<file path="src/rtl/utf8d_pkg.sv">
`default_nettype none

package utf8d_pkg;

  localparam int unsigned MaxSeqBytes = 4;
  localparam int unsigned CntW        = $clog2(MaxSeqBytes + 1);
  localparam int unsigned CpW         = 21;
  localparam int unsigned LenW        = 3;

  typedef logic [MaxSeqBytes-1:0][7:0] pend_arr_t;

  typedef enum logic {
    ST_IDLE,
    ST_EVAL
  } seq_state_e;

  // one decoded result
  typedef struct packed {
    logic [CpW-1:0]  cp;
    logic [LenW-1:0] len;
    logic            raw;
  } res_t;

  // decision of the decode unit for the current pending bytes
  typedef struct packed {
    logic emit;
    res_t res;
  } dec_t;

  // expected sequence length for a lead byte, 0 if it cannot start one
  function automatic logic [LenW-1:0] lead_len(input logic [7:0] b);
    logic [LenW-1:0] n;
    if (b < 8'h80)      n = LenW'(1);
    else if (b < 8'hC2) n = '0;
    else if (b < 8'hE0) n = LenW'(2);
    else if (b < 8'hF0) n = LenW'(3);
    else if (b < 8'hF5) n = LenW'(4);
    else                n = '0;
    return n;
  endfunction

endpackage

`default_nettype wire

</file>
<file path="src/rtl/utf8d_pend.sv">
`default_nettype none

// pending byte store, oldest byte at entry 0
module utf8d_pend (
  input  wire                        clk_i,
  input  wire                        rst_ni,
  input  wire                        push_i,
  input  wire [7:0]                  push_byte_i,
  input  wire                        drop_i,
  input  wire [utf8d_pkg::LenW-1:0]  drop_len_i,
  output utf8d_pkg::pend_arr_t       bytes_o,
  output logic [utf8d_pkg::CntW-1:0] count_o
);

  utf8d_pkg::pend_arr_t        bytes_q, bytes_d;
  logic [utf8d_pkg::CntW-1:0]  count_q, count_d;
  logic [utf8d_pkg::CntW-1:0]  wr_pos;
  logic [2:0]                  src_idx [utf8d_pkg::MaxSeqBytes];

  // a full store overwrites its newest entry
  assign wr_pos = (count_q >= utf8d_pkg::CntW'(utf8d_pkg::MaxSeqBytes)) ?
                  utf8d_pkg::CntW'(utf8d_pkg::MaxSeqBytes - 1) : count_q;

  always_comb begin
    bytes_d = bytes_q;
    count_d = count_q;
    for (int i = 0; i < utf8d_pkg::MaxSeqBytes; i++) begin
      src_idx[i] = 3'(i) + drop_len_i;
    end
    if (push_i) begin
      bytes_d[wr_pos[1:0]] = push_byte_i;
      count_d              = wr_pos + utf8d_pkg::CntW'(1);
    end else if (drop_i) begin
      for (int i = 0; i < utf8d_pkg::MaxSeqBytes; i++) begin
        if (src_idx[i] < 3'(utf8d_pkg::MaxSeqBytes)) begin
          bytes_d[i] = bytes_q[src_idx[i][1:0]];
        end
      end
      if (utf8d_pkg::CntW'(drop_len_i) >= count_q) count_d = '0;
      else count_d = count_q - utf8d_pkg::CntW'(drop_len_i);
    end
  end

  always_ff @(posedge clk_i or negedge rst_ni) begin
    if (!rst_ni) begin
      count_q <= '0;
    end else begin
      count_q <= count_d;
    end
  end

  always_ff @(posedge clk_i) begin
    bytes_q <= bytes_d;
  end

  assign bytes_o = bytes_q;
  assign count_o = count_q;

endmodule

`default_nettype wire

</file>
<file path="src/rtl/utf8d_decode.sv">
`default_nettype none

// one decision on the head of the pending store
module utf8d_decode (
  input  utf8d_pkg::pend_arr_t       bytes_i,
  input  wire [utf8d_pkg::CntW-1:0]  count_i,
  input  wire                        eos_i,
  output utf8d_pkg::dec_t            dec_o
);

  logic [7:0]                 lead;
  logic [utf8d_pkg::LenW-1:0] need;
  logic [utf8d_pkg::CntW-1:0] have;
  logic                       bad;
  logic                       range_bad;
  logic                       short;
  logic [utf8d_pkg::CpW-1:0]  cp;

  assign lead  = bytes_i[0];
  assign need  = utf8d_pkg::lead_len(lead);
  assign short = count_i < utf8d_pkg::CntW'(need);
  assign have  = short ? count_i : utf8d_pkg::CntW'(need);

  always_comb begin
    cp        = '0;
    bad       = (need == '0);
    range_bad = 1'b0;
    // continuation bytes among those present
    for (int i = 1; i < utf8d_pkg::MaxSeqBytes; i++) begin
      if (utf8d_pkg::CntW'(i) < have && bytes_i[i][7:6] != 2'b10) bad = 1'b1;
    end
    // overlong, surrogate and range checks only count on a complete sequence
    case (need)
      utf8d_pkg::LenW'(1): cp = utf8d_pkg::CpW'(lead);
      utf8d_pkg::LenW'(2): begin
        cp = {10'b0, lead[4:0], bytes_i[1][5:0]};
        if (cp < 21'h80) range_bad = 1'b1;
      end
      utf8d_pkg::LenW'(3): begin
        cp = {5'b0, lead[3:0], bytes_i[1][5:0], bytes_i[2][5:0]};
        if (cp < 21'h800 || (cp >= 21'hD800 && cp <= 21'hDFFF)) range_bad = 1'b1;
      end
      utf8d_pkg::LenW'(4): begin
        cp = {lead[2:0], bytes_i[1][5:0], bytes_i[2][5:0], bytes_i[3][5:0]};
        if (cp < 21'h10000 || cp > 21'h10FFFF) range_bad = 1'b1;
      end
      default: cp = '0;
    endcase
  end

  always_comb begin
    dec_o.emit    = 1'b1;
    dec_o.res.cp  = cp;
    dec_o.res.len = need;
    dec_o.res.raw = 1'b0;
    if (count_i == '0) begin
      dec_o.emit = 1'b0;
    end else if (!(need == '0) && short && !bad && !eos_i) begin
      // valid prefix still waiting for bytes
      dec_o.emit = 1'b0;
    end else if (bad || short || range_bad) begin
      dec_o.res.cp  = utf8d_pkg::CpW'(lead);
      dec_o.res.len = utf8d_pkg::LenW'(1);
      dec_o.res.raw = 1'b1;
    end
  end

endmodule

`default_nettype wire

</file>
<file path="src/rtl/utf8_decoder_raw_fallback_core.sv">
`default_nettype none

// utf-8 decoder with raw-byte fallback
//
// slave stream: one raw byte per transfer in s_axis_tdata, s_axis_tlast marks
// the last byte of the buffer. master stream: one code point per transfer,
// m_axis_tdata = {seq_length, code_point}, m_axis_tuser = raw fallback flag,
// m_axis_tlast marks the final result caused by one input byte. a byte that
// only extends a pending prefix causes no transfer at all.
//
// throughput: a byte causes 0 to 4 results; the shared decode unit makes one
// decision per cycle over the pending store unless the staged result is held,
// and the block takes no byte while it iterates. the first result of a byte is
// staged by the decision after its transfer and reaches the output register
// with the next decision. each result waits in a staging register until the
// next decision tells whether it is the last one of its byte.
// a stalled receiver holds the output register and the staging register; the
// sequencer waits until the output register frees up.
// reset empties the pending store and drops any result not yet transferred.
module utf8_decoder_raw_fallback_core (
  input  wire         clk_i,
  input  wire         rst_ni,
  input  wire         s_axis_tvalid,
  output logic        s_axis_tready,
  input  wire  [7:0]  s_axis_tdata,   // [7:0] data_byte
  input  wire         s_axis_tlast,   // end_of_stream
  output logic        m_axis_tvalid,
  input  wire         m_axis_tready,
  output logic [23:0] m_axis_tdata,   // [20:0] code_point, [23:21] seq_length
  output logic        m_axis_tuser,   // raw_fallback
  output logic        m_axis_tlast    // last_result
);

  utf8d_pkg::seq_state_e       state_q, state_d;
  logic                        eos_q, eos_d;
  logic                        stage_v_q, stage_v_d;
  utf8d_pkg::res_t             stage_q, stage_d;
  logic                        m_valid_q, m_valid_d;
  utf8d_pkg::res_t             m_data_q, m_data_d;
  logic                        m_last_q, m_last_d;

  utf8d_pkg::pend_arr_t        pend_bytes;
  logic [utf8d_pkg::CntW-1:0]  pend_count;
  utf8d_pkg::dec_t             dec;

  logic                        push;
  logic                        drop;
  logic                        out_free;
  logic                        advance;

  // pending store and the shared decode unit
  utf8d_pend u_pend (
    .clk_i       (clk_i),
    .rst_ni      (rst_ni),
    .push_i      (push),
    .push_byte_i (s_axis_tdata),
    .drop_i      (drop),
    .drop_len_i  (dec.res.len),
    .bytes_o     (pend_bytes),
    .count_o     (pend_count)
  );

  utf8d_decode u_decode (
    .bytes_i (pend_bytes),
    .count_i (pend_count),
    .eos_i   (eos_q),
    .dec_o   (dec)
  );

  assign s_axis_tready = (state_q == utf8d_pkg::ST_IDLE);
  assign push          = s_axis_tvalid && s_axis_tready;
  assign out_free      = !m_valid_q || m_axis_tready;
  // a step may go ahead once the staged result has somewhere to go
  assign advance       = (state_q == utf8d_pkg::ST_EVAL) && (!stage_v_q || out_free);

  // next state
  always_comb begin
    state_d = state_q;
    case (state_q)
      utf8d_pkg::ST_IDLE: if (push) state_d = utf8d_pkg::ST_EVAL;
      utf8d_pkg::ST_EVAL: if (advance && !dec.emit) state_d = utf8d_pkg::ST_IDLE;
      default:            state_d = utf8d_pkg::ST_IDLE;
    endcase
  end

  // datapath control
  always_comb begin
    eos_d     = push ? s_axis_tlast : eos_q;
    stage_v_d = stage_v_q;
    stage_d   = stage_q;
    m_valid_d = m_valid_q && !m_axis_tready;
    m_data_d  = m_data_q;
    m_last_d  = m_last_q;
    drop      = 1'b0;
    if (advance) begin
      if (stage_v_q) begin
        // staged result leaves; last when no further result follows
        m_valid_d = 1'b1;
        m_data_d  = stage_q;
        m_last_d  = !dec.emit;
      end
      if (dec.emit) begin
        stage_v_d = 1'b1;
        stage_d   = dec.res;
        drop      = 1'b1;
      end else begin
        stage_v_d = 1'b0;
      end
    end
  end

  always_ff @(posedge clk_i or negedge rst_ni) begin
    if (!rst_ni) begin
      state_q   <= utf8d_pkg::ST_IDLE;
      eos_q     <= 1'b0;
      stage_v_q <= 1'b0;
      m_valid_q <= 1'b0;
    end else begin
      state_q   <= state_d;
      eos_q     <= eos_d;
      stage_v_q <= stage_v_d;
      m_valid_q <= m_valid_d;
    end
  end

  always_ff @(posedge clk_i) begin
    stage_q  <= stage_d;
    m_data_q <= m_data_d;
    m_last_q <= m_last_d;
  end

  assign m_axis_tvalid = m_valid_q;
  assign m_axis_tdata  = {m_data_q.len, m_data_q.cp};
  assign m_axis_tuser  = m_data_q.raw;
  assign m_axis_tlast  = m_last_q;

  // no result is left staged when a new byte comes in
  a_stage_empty_on_accept: assert property (@(posedge clk_i) disable iff (!rst_ni)
    s_axis_tready |-> !stage_v_q)
    else $error("staged result still present while accepting a byte");

  // end of buffer leaves the pending store empty
  a_eos_drains: assert property (@(posedge clk_i) disable iff (!rst_ni)
    (state_q == utf8d_pkg::ST_IDLE && eos_q) |-> (pend_count == '0))
    else $error("pending bytes left after end of buffer");

  // fallback results always consume exactly one byte
  a_raw_len: assert property (@(posedge clk_i) disable iff (!rst_ni)
    (m_valid_q && m_data_q.raw) |-> (m_data_q.len == utf8d_pkg::LenW'(1)))
    else $error("raw fallback with length other than one");

  // pending store never holds more than a full sequence
  a_count_range: assert property (@(posedge clk_i) disable iff (!rst_ni)
    pend_count <= utf8d_pkg::CntW'(utf8d_pkg::MaxSeqBytes))
    else $error("pending count out of range");

endmodule

`default_nettype wire

</file>
<file path="config.mk">
export PLATFORM = sky130hd
export DESIGN_NAME = utf8_decoder_raw_fallback_core
export DESIGN_NICKNAME = d
export VERILOG_FILES = /design/src/rtl/utf8d_pkg.sv /design/src/rtl/utf8d_pend.sv /design/src/rtl/utf8d_decode.sv /design/src/rtl/utf8_decoder_raw_fallback_core.sv
export SDC_FILE = /design/constraint.sdc
export NUM_CORES = 1
export LEC_CHECK = 0
export BUFFER_PORTS_ARGS = -buffer_cell sky130_fd_sc_hd__buf_2
export CAP_MARGIN = 20
export CORE_MARGIN = 3
export CORE_UTILIZATION = 30
export CTS_CLUSTER_SIZE = 14
export DETAILED_ROUTE_END_ITERATION = 12
export PLACE_DENSITY = 0.55
export SYNTH_ARGS = -nofsm -noshare
export SYNTH_HDL_FRONTEND = slang
export SYNTH_HIERARCHICAL = 1
export SYNTH_SLANG_ARGS = --single-unit
</file>
<file path="constraint.sdc">
create_clock -name clk_i -period 7.7 [get_ports clk_i]
set_input_delay 0.385 -clock clk_i [delete_from_list [all_inputs] [get_ports clk_i]]
set_output_delay 0.385 -clock clk_i [all_outputs]
set_load 0.01 [all_outputs]
</file>
==> reports/metrics.yaml <==
nNetsFinal: 477
wirelength_mm: 11.4
dr_wl_met2_mm: 5.16
synthDistinctLibCells: 59
start_util_pct: 30.9
synthFlopType: "edfxtp_1"
port-buffer-count: 40
synthAdderAreaFrac_pct: 3.29
layout_min_cycle_time_ns: 4.96
status: "finished, final reports clean"
min_path_type: "input port to register"
ys_ff_latch: 90
area_growth_syn_to_layout_pct: 12.6
synth_top_family_by_area: "multiplexers"
avgRoutedWirePerCell_um: 16.9
async_flop_share_pct: 7.78
path_cells: "o21a_1, nor4_2, inv_1, ha_1, o21a_1, nor2_1, a21o_1, a31o_1, nand2b_4, nand2_2, buf_4, inv_1, ha_1, mux2i_1, o21ai_1"
worstReg2RegStart: "u_pend/bytes_o[1]"
grt_pass1_vias: 3307
clk_latency_ns: 0.35
synth.most_common_cell: "edfxtp_1"
dp_hpwl_mm: 8.11
ys_seq_area_share_pct: 51.5
final.period_utilization_pct: 64.4
whs_path_depth: 2
cts_tree: "yes"
clock-sinks: 90
path_clk_slew_ns: 0.07
ctsResizeCount: 0
row_count: 47
netlist_area_um2: 5170
synth_commonest_cells: "83 x edfxtp_1, 32 x mux2i_1, 30 x mux2_4"
yosysWarnings: 6
num_antenna_cells: 0
ioPinCount: 41
crit_path_max_fanout: 36
root_buffer: "clkbuf_16"
cts_buffer_depth: 2
required_ns: 7.77
die_w_um: 137
die_y_um: 137
max_stage_delay_ns: 0.89
grt_first_pass_wirelength_mm: 18.2
dieArea_um2: 18900
routed.top_layer: "met4"
grt_max_degree: 72
drc_errors: 0
drive_above_1_share_pct: 25.9
ant_nets: 0
worst_path_max_delay_cell: "ha_1"
firstDrtPassIters: 7
first_iter_violations: 343
num_vias: 3462
synth_compound_area_share_pct: 11.8
synth_top_cell_by_area: "edfxtp_1"
cp.arrival_ns: 5.03
grt_setup_unrepaired: "false"
tightest_slew_ns: 1.01
met1_length_mm: 5.28
clock-skew-final_ns: 0.0140
crit_family: "adder cells"
final_max_slew_viol_count: 0
wl_met3_um: 670
critical_path_depth: 15
coreArea_um2: 16800
antenna_found_initial: 0
netlist_instances: 422
gp_congestion: 0.838
ys_top_cells_by_area: "edfxtp_1 48%, mux2_4 8.7%, mux2i_1 6.2%"
critPathKind: "register to register"
maxClockFrequency_mhz: 202
avgSynthCellArea_um2: 12.3
numCtsBuffers: 9
cp-startpoint: "u_pend/bytes_o[1]"
htreeDepth: 3
endpoint_kind: "register"
routed_via_density: 5.12
synth_top_area_share_pct: 48.2
grt.total_usage_pct: 12.5
slew_headroom_pct: 32.1
setup_violations: 0
min_from: "s_axis_tlast"
synth-simple-area-share_pct: 11.6
tns_ns: 0
grt-ovfl-total: 0
hold_viol: 0
critPathLaunchType: "register"
synth-edff-count: 83
maxCapViolCount: 0
syn_nets: 448
synthMuxAreaShare_pct: 15.5
synthXorXnorAreaFrac_pct: 0.846
crit_buf_inv: 3
reg2regPathDepth: 15
[kinds of logic (layout without fill, tap and decap cells)]
kind of cell | count (synthesis) | count (layout)
buffers and inverters | 50 | 84
flip-flops | 90 | 90
AND/OR/NAND/NOR | 111 | 111
AO/OA/AOI/OAI | 88 | 88
XOR/XNOR | 5 | 5
adder cells (fa/ha/maj) | 13 | 13
multiplexers | 65 | 65
[state kept, by name, summed over array words and instances (netlist names)]
signal,flops
u_pend/bytes_o,32
m_axis_tuser,1
stage_v_q,1
u_pend/count_o,3
m_axis_tdata,24
state_q,1
stage_q,25
m_axis_tlast,1
m_axis_tvalid,1
eos_q,1
[what timing repair did]
action,in CTS,in global routing
hold buffers,1,0
buffers inserted,0,0
hold endpoints to repair,7,0
[metal layers]
layer	GRT usage [%]	up-vias
met5	0	-
li1	-	1648
met1	17.2	1672
met2	19.1	118
met3	2.37	24
met4	5.49	0
[through the flow]
step	utilization, %	worst slack (ns)	hold WS (ns)	area [um2]	cells
finish	34.8	2.74	0.287	5830	676
global route	34.8	2.41	0.279	5830	676
CTS	34.8	2.75	0.274	5830	676
detailed placement	32.9	2.75	0.225	5520	659
global placement	32.7	2.49	0.220	5490	656
floorplan	-	2.27	0.0894	5170	422
[final timing paths]
| path | end | slack [ns] |
|---|---|---|
| setup / recovery | u_pend/bytes_o[12] | 2.74 |
| hold / removal | eos_q | 0.29 |
| setup reg to reg | u_pend/bytes_o[12] | 2.74 |
| hold reg to reg | m_axis_tdata[11] | 0.42 |
| max in group asynchronous | state_q | 7.14 |
| min in group asynchronous | eos_q | 0.41 |
[layout by cell type, fill, tap and decap left out, types with 5 or more instances in the layout]
cell / instances
edfxtp_1: 83
buf_2: 40
mux2i_1: 32
o21ai_1: 31
mux2_4: 30
nand2_1: 27
nand3_1: 27
inv_1: 16
ha_1: 12
nor3_1: 11
a21oi_1: 10
nor2_1: 10
clkbuf_16: 9
a22oi_1: 9
a222oi_1: 8
dfrtp_1: 7
buf_4: 7
o21ai_0: 7
and3_1: 5
a31oi_2: 5
[cell type report]
cell class,count,area (um2)
fill,1640,10900
sequential,90,2670
multi-input combinational,282,2240
timing repair buffer,49,278
tap,220,275
clock buffer,9,225
clock inverter,7,73.8
inverter,19,71.3
Power is not shown: default switching activity piles up to over one toggle a cycle in this logic, so the estimate is an artifact.
